**src/hdl/ucal_pkg.sv**
```systemverilog
// ----------------------------------------------------------------------------
// ucal_pkg
// Shared types, constants and small tables for the Unix time to local
// calendar pipeline.
// ----------------------------------------------------------------------------
package ucal_pkg;

  localparam int unsigned CfgIndexW = 2;
  localparam int unsigned CfgDataW  = 6;

  localparam logic [CfgIndexW-1:0] REG_ZONE_CODE  = 2'd0;
  localparam logic [CfgIndexW-1:0] REG_DST_ENABLE = 2'd1;

  localparam logic [5:0] WestBase = 6'd20;
  localparam int unsigned SecsPerHour = 3600;
  localparam int unsigned SecsPerDay  = 86400;
  localparam int unsigned DaysPerEra  = 146097;
  localparam int unsigned EpochShift  = 719468;
  localparam int unsigned SummerLastWeek = 25;

  // Exact quotient by reciprocal: floor(x / d) == (x * ceil(2^k / d)) >> k
  // holds whenever 2^k >= 2^(bits of x) * 2^(bits of d).
  localparam int unsigned DayK = 35;
  localparam longint unsigned DayM = ((64'd1 << DayK) + 675 - 1) / 675;
  localparam int unsigned HourK = 29;
  localparam longint unsigned HourM = ((64'd1 << HourK) + 3600 - 1) / 3600;
  localparam int unsigned MinK = 18;
  localparam longint unsigned MinM = ((64'd1 << MinK) + 60 - 1) / 60;
  localparam int unsigned WeekK = 20;
  localparam longint unsigned WeekM = ((64'd1 << WeekK) + 7 - 1) / 7;
  localparam int unsigned EraK = 38;
  localparam longint unsigned EraM = ((64'd1 << EraK) + DaysPerEra - 1) / DaysPerEra;
  localparam int unsigned QuadK = 29;
  localparam longint unsigned QuadM = ((64'd1 << QuadK) + 1460 - 1) / 1460;
  localparam int unsigned YearK = 27;
  localparam longint unsigned YearM = ((64'd1 << YearK) + 365 - 1) / 365;
  localparam int unsigned CentK = 16;
  localparam longint unsigned CentM = ((64'd1 << CentK) + 100 - 1) / 100;

  typedef struct packed {
    logic [15:0] days;
    logic [16:0] secs;
  } day_word_t;

  typedef struct packed {
    logic [11:0] year;
    logic [3:0]  month;
    logic [4:0]  day_of_month;
    logic [2:0]  weekday;
    logic [4:0]  hour;
    logic [5:0]  minute;
    logic [5:0]  second;
  } civil_word_t;

  // First day of each month in a March-based year.
  function automatic logic [8:0] month_start(input logic [3:0] mp);
    logic [8:0] r;
    case (mp)
      4'd0:    r = 9'd0;
      4'd1:    r = 9'd31;
      4'd2:    r = 9'd61;
      4'd3:    r = 9'd92;
      4'd4:    r = 9'd122;
      4'd5:    r = 9'd153;
      4'd6:    r = 9'd184;
      4'd7:    r = 9'd214;
      4'd8:    r = 9'd245;
      4'd9:    r = 9'd275;
      4'd10:   r = 9'd306;
      4'd11:   r = 9'd337;
      default: r = 9'd0;
    endcase
    return r;
  endfunction

  // Month lengths; February always counts 29 days here.
  function automatic logic [4:0] month_len(input logic [3:0] m);
    logic [4:0] r;
    case (m)
      4'd1, 4'd3, 4'd5, 4'd7, 4'd8, 4'd10, 4'd12: r = 5'd31;
      4'd2:    r = 5'd29;
      4'd4, 4'd6, 4'd9, 4'd11: r = 5'd30;
      4'd0:    r = 5'd31;
      default: r = 5'd31;
    endcase
    return r;
  endfunction

endpackage

```
**src/hdl/ucal_zone.sv**
```systemverilog
// ----------------------------------------------------------------------------
// ucal_zone
// Applies the whole-hour zone shift with saturation at both ends.
// ----------------------------------------------------------------------------
module ucal_zone
  import ucal_pkg::*;
(
  input  logic        clk,
  input  logic        rst,
  input  logic        in_valid,
  input  logic [31:0] in_time,
  input  logic [5:0]  zone_code,
  output logic        out_valid,
  output logic [31:0] out_time
);

  logic [17:0] shift_secs;
  logic        west;
  logic [32:0] east_sum;
  logic [31:0] time_next;

  always_comb begin
    west = zone_code > WestBase;
    if (west) begin
      shift_secs = 18'(zone_code - WestBase) * 18'(SecsPerHour);
    end else begin
      shift_secs = 18'(zone_code) * 18'(SecsPerHour);
    end
    east_sum = 33'(in_time) + 33'(shift_secs);
    if (west) begin
      time_next = (in_time >= 32'(shift_secs)) ? in_time - 32'(shift_secs) : 32'd0;
    end else begin
      time_next = east_sum[32] ? 32'hFFFF_FFFF : east_sum[31:0];
    end
  end

  always_ff @(posedge clk) begin
    if (rst) begin
      out_valid <= 1'b0;
    end else begin
      out_valid <= in_valid;
    end
  end

  always_ff @(posedge clk) begin
    out_time <= time_next;
  end

endmodule

```
**src/hdl/ucal_days.sv**
```systemverilog
// ----------------------------------------------------------------------------
// ucal_days
// Splits the shifted time into whole days and seconds of the day.
// ----------------------------------------------------------------------------
module ucal_days
  import ucal_pkg::*;
(
  input  logic        clk,
  input  logic        rst,
  input  logic        in_valid,
  input  logic [31:0] in_time,
  output logic        out_valid,
  output day_word_t   out_word
);

  logic        prod_valid;
  logic [50:0] prod;
  logic [31:0] time_q;
  logic [15:0] days;

  assign days = 16'(prod >> DayK);

  always_ff @(posedge clk) begin
    if (rst) begin
      prod_valid <= 1'b0;
      out_valid  <= 1'b0;
    end else begin
      prod_valid <= in_valid;
      out_valid  <= prod_valid;
    end
  end

  always_ff @(posedge clk) begin
    prod          <= 51'(in_time[31:7]) * 51'(DayM);
    time_q        <= in_time;
    out_word.days <= days;
    out_word.secs <= 17'(time_q - 32'(days) * 32'(SecsPerDay));
  end

endmodule

```
**src/hdl/ucal_civil.sv**
```systemverilog
// ----------------------------------------------------------------------------
// ucal_civil
// Converts a day count and second of day into a Gregorian date, weekday
// and time of day over seven register stages.
// ----------------------------------------------------------------------------
module ucal_civil
  import ucal_pkg::*;
(
  input  logic        clk,
  input  logic        rst,
  input  logic        in_valid,
  input  day_word_t   in_word,
  output logic        out_valid,
  output civil_word_t out_word
);

  logic [6:0] valid;

  // Stage 1
  logic [19:0] z_comb;
  logic [16:0] wx_comb;
  logic [19:0] s1_z;
  logic [40:0] s1_era_prod;
  logic [16:0] s1_wx;
  logic [34:0] s1_wk_prod;
  logic [16:0] s1_secs;
  logic [34:0] s1_hr_prod;

  // Stage 2
  logic [2:0]  era_c;
  logic [13:0] wq_c;
  logic [4:0]  hour_c;
  logic [2:0]  s2_era;
  logic [17:0] s2_doe;
  logic [2:0]  s2_wday;
  logic [4:0]  s2_hour;
  logic [11:0] s2_rh;

  // Stage 3
  logic [36:0] s3_quad_prod;
  logic [1:0]  s3_cent4;
  logic        s3_last;
  logic [17:0] s3_doe;
  logic [2:0]  s3_era;
  logic [2:0]  s3_wday;
  logic [4:0]  s3_hour;
  logic [24:0] s3_min_prod;
  logic [11:0] s3_rh;

  // Stage 4
  logic [5:0]  minute_c;
  logic [17:0] s4_n;
  logic [17:0] s4_doe;
  logic [2:0]  s4_era;
  logic [2:0]  s4_wday;
  logic [4:0]  s4_hour;
  logic [5:0]  s4_minute;
  logic [5:0]  s4_second;

  // Stage 5
  logic [36:0] s5_yr_prod;
  logic [17:0] s5_doe;
  logic [2:0]  s5_era;
  logic [2:0]  s5_wday;
  logic [4:0]  s5_hour;
  logic [5:0]  s5_minute;
  logic [5:0]  s5_second;

  // Stage 6
  logic [8:0]  yoe_c;
  logic [1:0]  cent_c;
  logic [17:0] yday_base_c;
  logic [8:0]  s6_doy;
  logic [11:0] s6_year;
  logic [2:0]  s6_wday;
  logic [4:0]  s6_hour;
  logic [5:0]  s6_minute;
  logic [5:0]  s6_second;

  // Stage 7
  logic [3:0]  mp_c;
  logic [3:0]  month_c;

  assign z_comb  = 20'(in_word.days) + 20'(EpochShift);
  assign wx_comb = 17'(in_word.days) + 17'd4;

  assign era_c  = 3'(s1_era_prod >> EraK);
  assign wq_c   = 14'(s1_wk_prod >> WeekK);
  assign hour_c = 5'(s1_hr_prod >> HourK);

  assign minute_c = 6'(s3_min_prod >> MinK);

  assign yoe_c       = 9'(s5_yr_prod >> YearK);
  assign cent_c      = 2'((18'(yoe_c) * 18'(CentM)) >> CentK);
  assign yday_base_c = 18'(yoe_c) * 18'd365 + 18'(yoe_c[8:2]) - 18'(cent_c);

  always_comb begin
    mp_c = 4'd0;
    for (int k = 1; k < 12; k++) begin
      if (s6_doy >= month_start(4'(k))) begin
        mp_c = 4'(k);
      end
    end
    month_c = (mp_c < 4'd10) ? mp_c + 4'd3 : mp_c - 4'd9;
  end

  always_ff @(posedge clk) begin
    if (rst) begin
      valid <= '0;
    end else begin
      valid <= {valid[5:0], in_valid};
    end
  end

  assign out_valid = valid[6];

  always_ff @(posedge clk) begin
    s1_z        <= z_comb;
    s1_era_prod <= 41'(z_comb) * 41'(EraM);
    s1_wx       <= wx_comb;
    s1_wk_prod  <= 35'(wx_comb) * 35'(WeekM);
    s1_secs     <= in_word.secs;
    s1_hr_prod  <= 35'(in_word.secs) * 35'(HourM);

    s2_era  <= era_c;
    s2_doe  <= 18'(s1_z - 20'(era_c) * 20'(DaysPerEra));
    s2_wday <= 3'(s1_wx - 17'(wq_c) * 17'd7);
    s2_hour <= hour_c;
    s2_rh   <= 12'(s1_secs - 17'(hour_c) * 17'(SecsPerHour));

    s3_quad_prod <= 37'(s2_doe) * 37'(QuadM);
    s3_cent4     <= 2'((s2_doe >= 18'd36524) ? 1 : 0) + 2'((s2_doe >= 18'd73048) ? 1 : 0)
                  + 2'((s2_doe >= 18'd109572) ? 1 : 0);
    s3_last      <= s2_doe == 18'(DaysPerEra - 1);
    s3_doe       <= s2_doe;
    s3_era       <= s2_era;
    s3_wday      <= s2_wday;
    s3_hour      <= s2_hour;
    s3_min_prod  <= 25'(s2_rh) * 25'(MinM);
    s3_rh        <= s2_rh;

    s4_n      <= s3_doe - 18'(s3_quad_prod >> QuadK) + 18'(s3_cent4) - 18'(s3_last);
    s4_doe    <= s3_doe;
    s4_era    <= s3_era;
    s4_wday   <= s3_wday;
    s4_hour   <= s3_hour;
    s4_minute <= minute_c;
    s4_second <= 6'(s3_rh - 12'(minute_c) * 12'd60);

    s5_yr_prod <= 37'(s4_n) * 37'(YearM);
    s5_doe     <= s4_doe;
    s5_era     <= s4_era;
    s5_wday    <= s4_wday;
    s5_hour    <= s4_hour;
    s5_minute  <= s4_minute;
    s5_second  <= s4_second;

    s6_doy    <= 9'(s5_doe - yday_base_c);
    s6_year   <= 12'(yoe_c) + 12'(s5_era) * 12'd400;
    s6_wday   <= s5_wday;
    s6_hour   <= s5_hour;
    s6_minute <= s5_minute;
    s6_second <= s5_second;

    out_word.year         <= s6_year + 12'((month_c <= 4'd2) ? 1 : 0);
    out_word.month        <= month_c;
    out_word.day_of_month <= 5'(s6_doy - month_start(mp_c) + 9'd1);
    out_word.weekday      <= s6_wday;
    out_word.hour         <= s6_hour;
    out_word.minute       <= s6_minute;
    out_word.second       <= s6_second;
  end

endmodule

```
**src/hdl/ucal_dst.sv**
```systemverilog
// ----------------------------------------------------------------------------
// ucal_dst
// Applies the European summer time rule and registers the result word.
// ----------------------------------------------------------------------------
module ucal_dst
  import ucal_pkg::*;
(
  input  logic        clk,
  input  logic        rst,
  input  logic        in_valid,
  input  civil_word_t in_word,
  input  logic        dst_enable,
  output logic        out_valid,
  output civil_word_t out_word,
  output logic        out_dst
);

  logic        late;
  logic        summer;
  civil_word_t word_next;

  always_comb begin
    late = (6'(in_word.day_of_month) >= 6'(in_word.weekday) + 6'(SummerLastWeek))
           && (in_word.weekday != 3'd0 || in_word.hour >= 5'd2);
    if (in_word.month < 4'd3 || in_word.month > 4'd10) begin
      summer = 1'b0;
    end else if (late && in_word.month == 4'd10) begin
      summer = 1'b0;
    end else if (!late && in_word.month == 4'd3) begin
      summer = 1'b0;
    end else begin
      summer = 1'b1;
    end
    summer = summer && dst_enable;

    word_next = in_word;
    if (summer) begin
      if (in_word.hour == 5'd23) begin
        word_next.hour    = 5'd0;
        word_next.weekday = (in_word.weekday == 3'd6) ? 3'd0 : in_word.weekday + 3'd1;
        if (in_word.day_of_month == month_len(in_word.month)) begin
          word_next.day_of_month = 5'd1;
          word_next.month        = in_word.month + 4'd1;
        end else begin
          word_next.day_of_month = in_word.day_of_month + 5'd1;
        end
      end else begin
        word_next.hour = in_word.hour + 5'd1;
      end
    end
  end

  always_ff @(posedge clk) begin
    if (rst) begin
      out_valid <= 1'b0;
    end else begin
      out_valid <= in_valid;
    end
  end

  always_ff @(posedge clk) begin
    out_word <= word_next;
    out_dst  <= summer;
  end

endmodule

```
**src/hdl/unix_time_to_local_calendar_dst.sv**
```systemverilog
// ----------------------------------------------------------------------------
// unix_time_to_local_calendar_dst
// Converts Unix seconds to a local calendar date and time with a whole-hour
// zone offset and the European summer time rule.
//
//   Channel  Handshake             Word
//   input    start / busy          unix_seconds
//   config   cfg_valid / cfg_ready cfg_index, cfg_data
//   result   done (one cycle)      year .. dst_active
//
// A word may enter on every cycle while busy is low; its result appears on
// done after it passes the zone stage, two day-split stages, seven calendar
// stages and the summer time output stage. Items never wait on each other.
// Reset clears the pipeline valid bits and both registers and holds busy
// high through reset; busy clears at the first clock on which reset is low.
// The receiver cannot stall, so the pipeline advances on every clock.
// ----------------------------------------------------------------------------
module unix_time_to_local_calendar_dst
  import ucal_pkg::*;
(
  input  logic                 clk,
  input  logic                 rst,
  input  logic                 start,
  output logic                 busy,
  input  logic [31:0]          unix_seconds,
  input  logic                 cfg_valid,
  output logic                 cfg_ready,
  input  logic [CfgIndexW-1:0] cfg_index,
  input  logic [CfgDataW-1:0]  cfg_data,
  output logic                 done,
  output logic [11:0]          year,
  output logic [3:0]           month,
  output logic [4:0]           day_of_month,
  output logic [2:0]           weekday,
  output logic [4:0]           hour,
  output logic [5:0]           minute,
  output logic [5:0]           second,
  output logic                 dst_active
);

  logic        zone_code_valid;
  logic [5:0]  zone_code;
  logic        dst_enable;
  logic        zone_valid;
  logic [31:0] zone_time;
  logic        days_valid;
  day_word_t   days_word;
  logic        civil_valid;
  civil_word_t civil_word;
  civil_word_t result_word;

  assign zone_code_valid = start && !busy;
  assign cfg_ready       = !busy;

  always_ff @(posedge clk) begin
    if (rst) begin
      busy       <= 1'b1;
      zone_code  <= 6'd0;
      dst_enable <= 1'b0;
    end else begin
      busy <= 1'b0;
      if (cfg_valid && cfg_ready) begin
        case (cfg_index)
          REG_ZONE_CODE:  zone_code  <= cfg_data[5:0];
          REG_DST_ENABLE: dst_enable <= cfg_data[0];
          default: begin
          end
        endcase
      end
    end
  end

  ucal_zone u_zone (
    .clk       (clk),
    .rst       (rst),
    .in_valid  (zone_code_valid),
    .in_time   (unix_seconds),
    .zone_code (zone_code),
    .out_valid (zone_valid),
    .out_time  (zone_time)
  );

  ucal_days u_days (
    .clk       (clk),
    .rst       (rst),
    .in_valid  (zone_valid),
    .in_time   (zone_time),
    .out_valid (days_valid),
    .out_word  (days_word)
  );

  ucal_civil u_civil (
    .clk       (clk),
    .rst       (rst),
    .in_valid  (days_valid),
    .in_word   (days_word),
    .out_valid (civil_valid),
    .out_word  (civil_word)
  );

  ucal_dst u_dst (
    .clk        (clk),
    .rst        (rst),
    .in_valid   (civil_valid),
    .in_word    (civil_word),
    .dst_enable (dst_enable),
    .out_valid  (done),
    .out_word   (result_word),
    .out_dst    (dst_active)
  );

  assign year         = result_word.year;
  assign month        = result_word.month;
  assign day_of_month = result_word.day_of_month;
  assign weekday      = result_word.weekday;
  assign hour         = result_word.hour;
  assign minute       = result_word.minute;
  assign second       = result_word.second;

endmodule
```
**config.mk**
```make
export PLATFORM = sky130hd
export DESIGN_NAME = unix_time_to_local_calendar_dst
export DESIGN_NICKNAME = d
export VERILOG_FILES = /design/src/hdl/ucal_pkg.sv /design/src/hdl/ucal_zone.sv /design/src/hdl/ucal_days.sv /design/src/hdl/ucal_civil.sv /design/src/hdl/ucal_dst.sv /design/src/hdl/unix_time_to_local_calendar_dst.sv
export SDC_FILE = /design/constraint.sdc
export NUM_CORES = 2
export LEC_CHECK = 0
export ABC_AREA = 0
export BUFFER_PORTS_ARGS = -buffer_cell sky130_fd_sc_hd__clkbuf_2
export CAP_MARGIN = 20
export CELL_PAD_IN_SITES_DETAIL_PLACEMENT = 0
export CELL_PAD_IN_SITES_GLOBAL_PLACEMENT = 2
export CORE_MARGIN = 1
export CORE_UTILIZATION = 44
export DETAILED_ROUTE_END_ITERATION = 8
export GPL_TIMING_DRIVEN = 0
export PLACE_DENSITY_LB_ADDON = 0.1
export SYNTH_ARGS = -nofsm -noshare
export SYNTH_HDL_FRONTEND = slang
export SYNTH_HIERARCHICAL = 1
export SYNTH_SLANG_ARGS = --single-unit
```
**constraint.sdc**
```tcl
create_clock -name clk -period 9.36 [get_ports clk]
set_clock_uncertainty 0.15 [all_clocks]
set_input_delay 0.936 -clock clk [delete_from_list [all_inputs] [get_ports clk]]
set_output_delay 0.936 -clock clk [all_outputs]
set_load 0.005 [all_outputs]
```
==> metrics <==
r2r setup slk 1.16 ns; Placement Setup Slack 1.22 ns; critical path's slowest cell xnor2_2; setup TNS 0 ns; CP max stage delay 0.73 ns; post-DP HPWL 104 mm; fmax 122 MHz; hold_ws 0.149 ns; DR vias 34985; CTS Buf Count between 50 and 60; Post-CTS Setup Bufs 0; Final min period 8.20 ns; Avg Cell Area, Syn 10.2 µm²; clock-pin slew on the worst setup and hold paths 0.06 ns; Required @ worst endpoint around 9.7 ns; Worst-Margin Slew 1.11 ns; CTS max path bufs 3; CTS Hold Buffers Added 0; synthesis-stage register bit count 465; most used cell, CP inv_1; Placement Cell Area between 50000 and 60000 µm²; DRC violations left 0; synth warn 6; status finished, final reports clean; Die Ht 354 µm; Final Cycle Share 0.876; Slew HR 0.255; Layout area overhead 8.05%; Total Die Area around 130000 µm²; first-pass GRT wire length 203 mm; ys async rst share 0; Max FO, Critical Path 9; worst skew pair latency 0.66 ns; Netlist cell types around 100; Core ar. 122000 µm²; vias in the first global route 37523; starting density of the core 0.446; final worst slack about 1.2 ns; via density per instance between 4 and 5; fin nets 7565; Post-CTS Resized 0; area of all placed cells without fillers about 59000 µm²; number of port buffers 85; Worst Hold Class reg -> reg; final setup vio count 0; # IOs 89; Final Max Slew Viols 0; max cap viols 0; DR WL/cell 17.2 µm; CP endpoint kind flop; syn nets 7418; main flop type after synthesis dfxtp_1; Post-Synthesis Cells about 5400; EDFF count, synth 0; H-tree depth 2; Setup CP Type reg -> reg; layout cells sized above 1 0.0473; die width 354 µm; Post-Route WL 124 mm; Final GP Congestion 0.876; Mapped Area 54500 µm²; grt total ovfl 0; largest net degree at the start of global routing 19; Pre-Repair DR Iteration Count 5; CTS Sinks roughly 470; TritonCTS clock tree yes; Iter 0 DRT Violations 1248; final count of hold timing violations 0; sequential-to-total area share from yosys stat 0.171; RSZ-0062 raised after global routing false; Final ANT Viol Nets 0; initial antenna violation count 6; Tot GR Track Use 0.205; Startpoint Class flop; Root Buffer clkbuf_16; row cnt 128; crit path DAT 8.54 ns
-- state kept, by name, summed over array words and instances (netlist names), 16 cells and up --
register,flops
u_civil/s2_doe,18
u_civil/s4_n,18
u_dst/out_word,41
u_days/prod,16
u_civil/out_word,41
u_civil/s3_doe,18
u_zone/out_time,32
u_days/time_q,17
u_days/out_word,33
-- cells in the mapped netlist (all sizes together) (15+ instances only) --
master | n | area [µm²]
fa | 679 | 13600
xnor2 | 174 | 1520
a31oi | 28 | 175
or3 | 15 | 93.8
a21oi | 172 | 868
nand3 | 68 | 340
nand4 | 24 | 150
clkbuf | 28 | 105
a21o | 71 | 541
nor2b | 34 | 213
o21bai | 29 | 218
or2 | 20 | 130
o211ai | 21 | 158
o31ai | 16 | 134
xor2 | 73 | 639
nand2b | 34 | 215
o21ai | 121 | 617
nand2 | 166 | 626
and3 | 31 | 194
ha | 1324 | 16600
inv | 1324 | 4970
nor3 | 52 | 272
dfxtp | 465 | 9310
o21a | 29 | 225
nor2 | 130 | 498
and2 | 20 | 131
-- critical path: cells and delay by family, from the launching register on --
family | cells | cell delay (ns)
buffers and inverters | 6 | 0.76
adders and majority gates | 8 | 3.28
and+or+nand+nor | 5 | 0.86
AOI/OAI and AO/OA | 7 | 1.92
DFF | 1 | 0.33
xor gates and xnor gates | 1 | 0.73
-- cell type report --
class	instances	area, µm²
antenna	1	2.50
multi-input combinational	3542	40100
buffer	40	194
clock inverter	35	422
fill	11740	63400
timing repair buffer	91	470
tap	1625	2030
inverter	1324	4970
sequential	465	9310
clock buffer	66	1460
-- final timing paths --
| path | cells past startpoint | endpoint | startpoint |
|---|---|---|---|
| max | 27 | u_civil/s1_era_prod[39]$_DFF_P_ | u_days/out_word[19]$_DFF_P_ |
| max reg2reg | 27 | u_civil/s1_era_prod[39]$_DFF_P_ | u_days/out_word[19]$_DFF_P_ |
| min | 0 | u_civil/s5_doe[4]$_DFF_P_ | u_civil/s4_doe[4]$_DFF_P_ |
| min reg2reg | 0 | u_civil/s5_doe[4]$_DFF_P_ | u_civil/s4_doe[4]$_DFF_P_ |
-- metrics by stage --
| step | utilization | std cells |
|---|---|---|
| 4_1_cts | 0.482 | 7188 |
| 6_report | 0.482 | 7189 |
| 2_1_floorplan | - | 5371 |
| 5_1_grt | 0.482 | 7188 |
| 3_3_place_gp | 0.466 | 7081 |
| 3_5_place_dp | 0.466 | 7087 |
-- logic make-up after synthesis --
logic type | after synthesis | synth area share
compound gates | 621 | 0.0770
xor+xnor | 247 | 0.0397
fa+ha+maj | 2004 | 0.553
buf+inv | 1364 | 0.0947
flops | 465 | 0.171
mux | 19 | 0.00365
simple gates | 651 | 0.0613
-- layout by cell type (no fill, tap or decap), types with 12 or more instances in the layout --
master and count:
a211oi_1 13, a21o_1 70, a21oi_1 170, a221oi_1 12, a31oi_1 28, and2_1 17
and3_1 31, clkbuf_1 34, clkbuf_16 54, clkbuf_2 85, clkinv_2 12, dfxtp_1 465
fa_1 679, ha_1 1324, inv_1 1323, mux2i_1 12, nand2_1 165, nand2b_1 33
nand3_1 68, nand4_1 24, nor2_1 128, nor2b_1 34, nor3_1 51, nor4_1 12
o211ai_1 21, o21a_1 28, o21ai_0 104, o21ai_1 14, o21bai_1 29, o31ai_1 15
or2_2 18, or3_1 15, xnor2_1 173, xor2_1 73
-- layer usage --
layer / track usage / wire, µm / vias up
met3: 0.0208 / 3290 / 146
met2: 0.362 / 60300 / 405
met4: 0.0572 / 3430 / 4
met1: 0.266 / 56600 / 16832
met5: 0 / 26 / -
li1: - / - / 17598
Power is not shown: default switching activity piles up to over one toggle a cycle in this logic, so the estimate is an artifact.
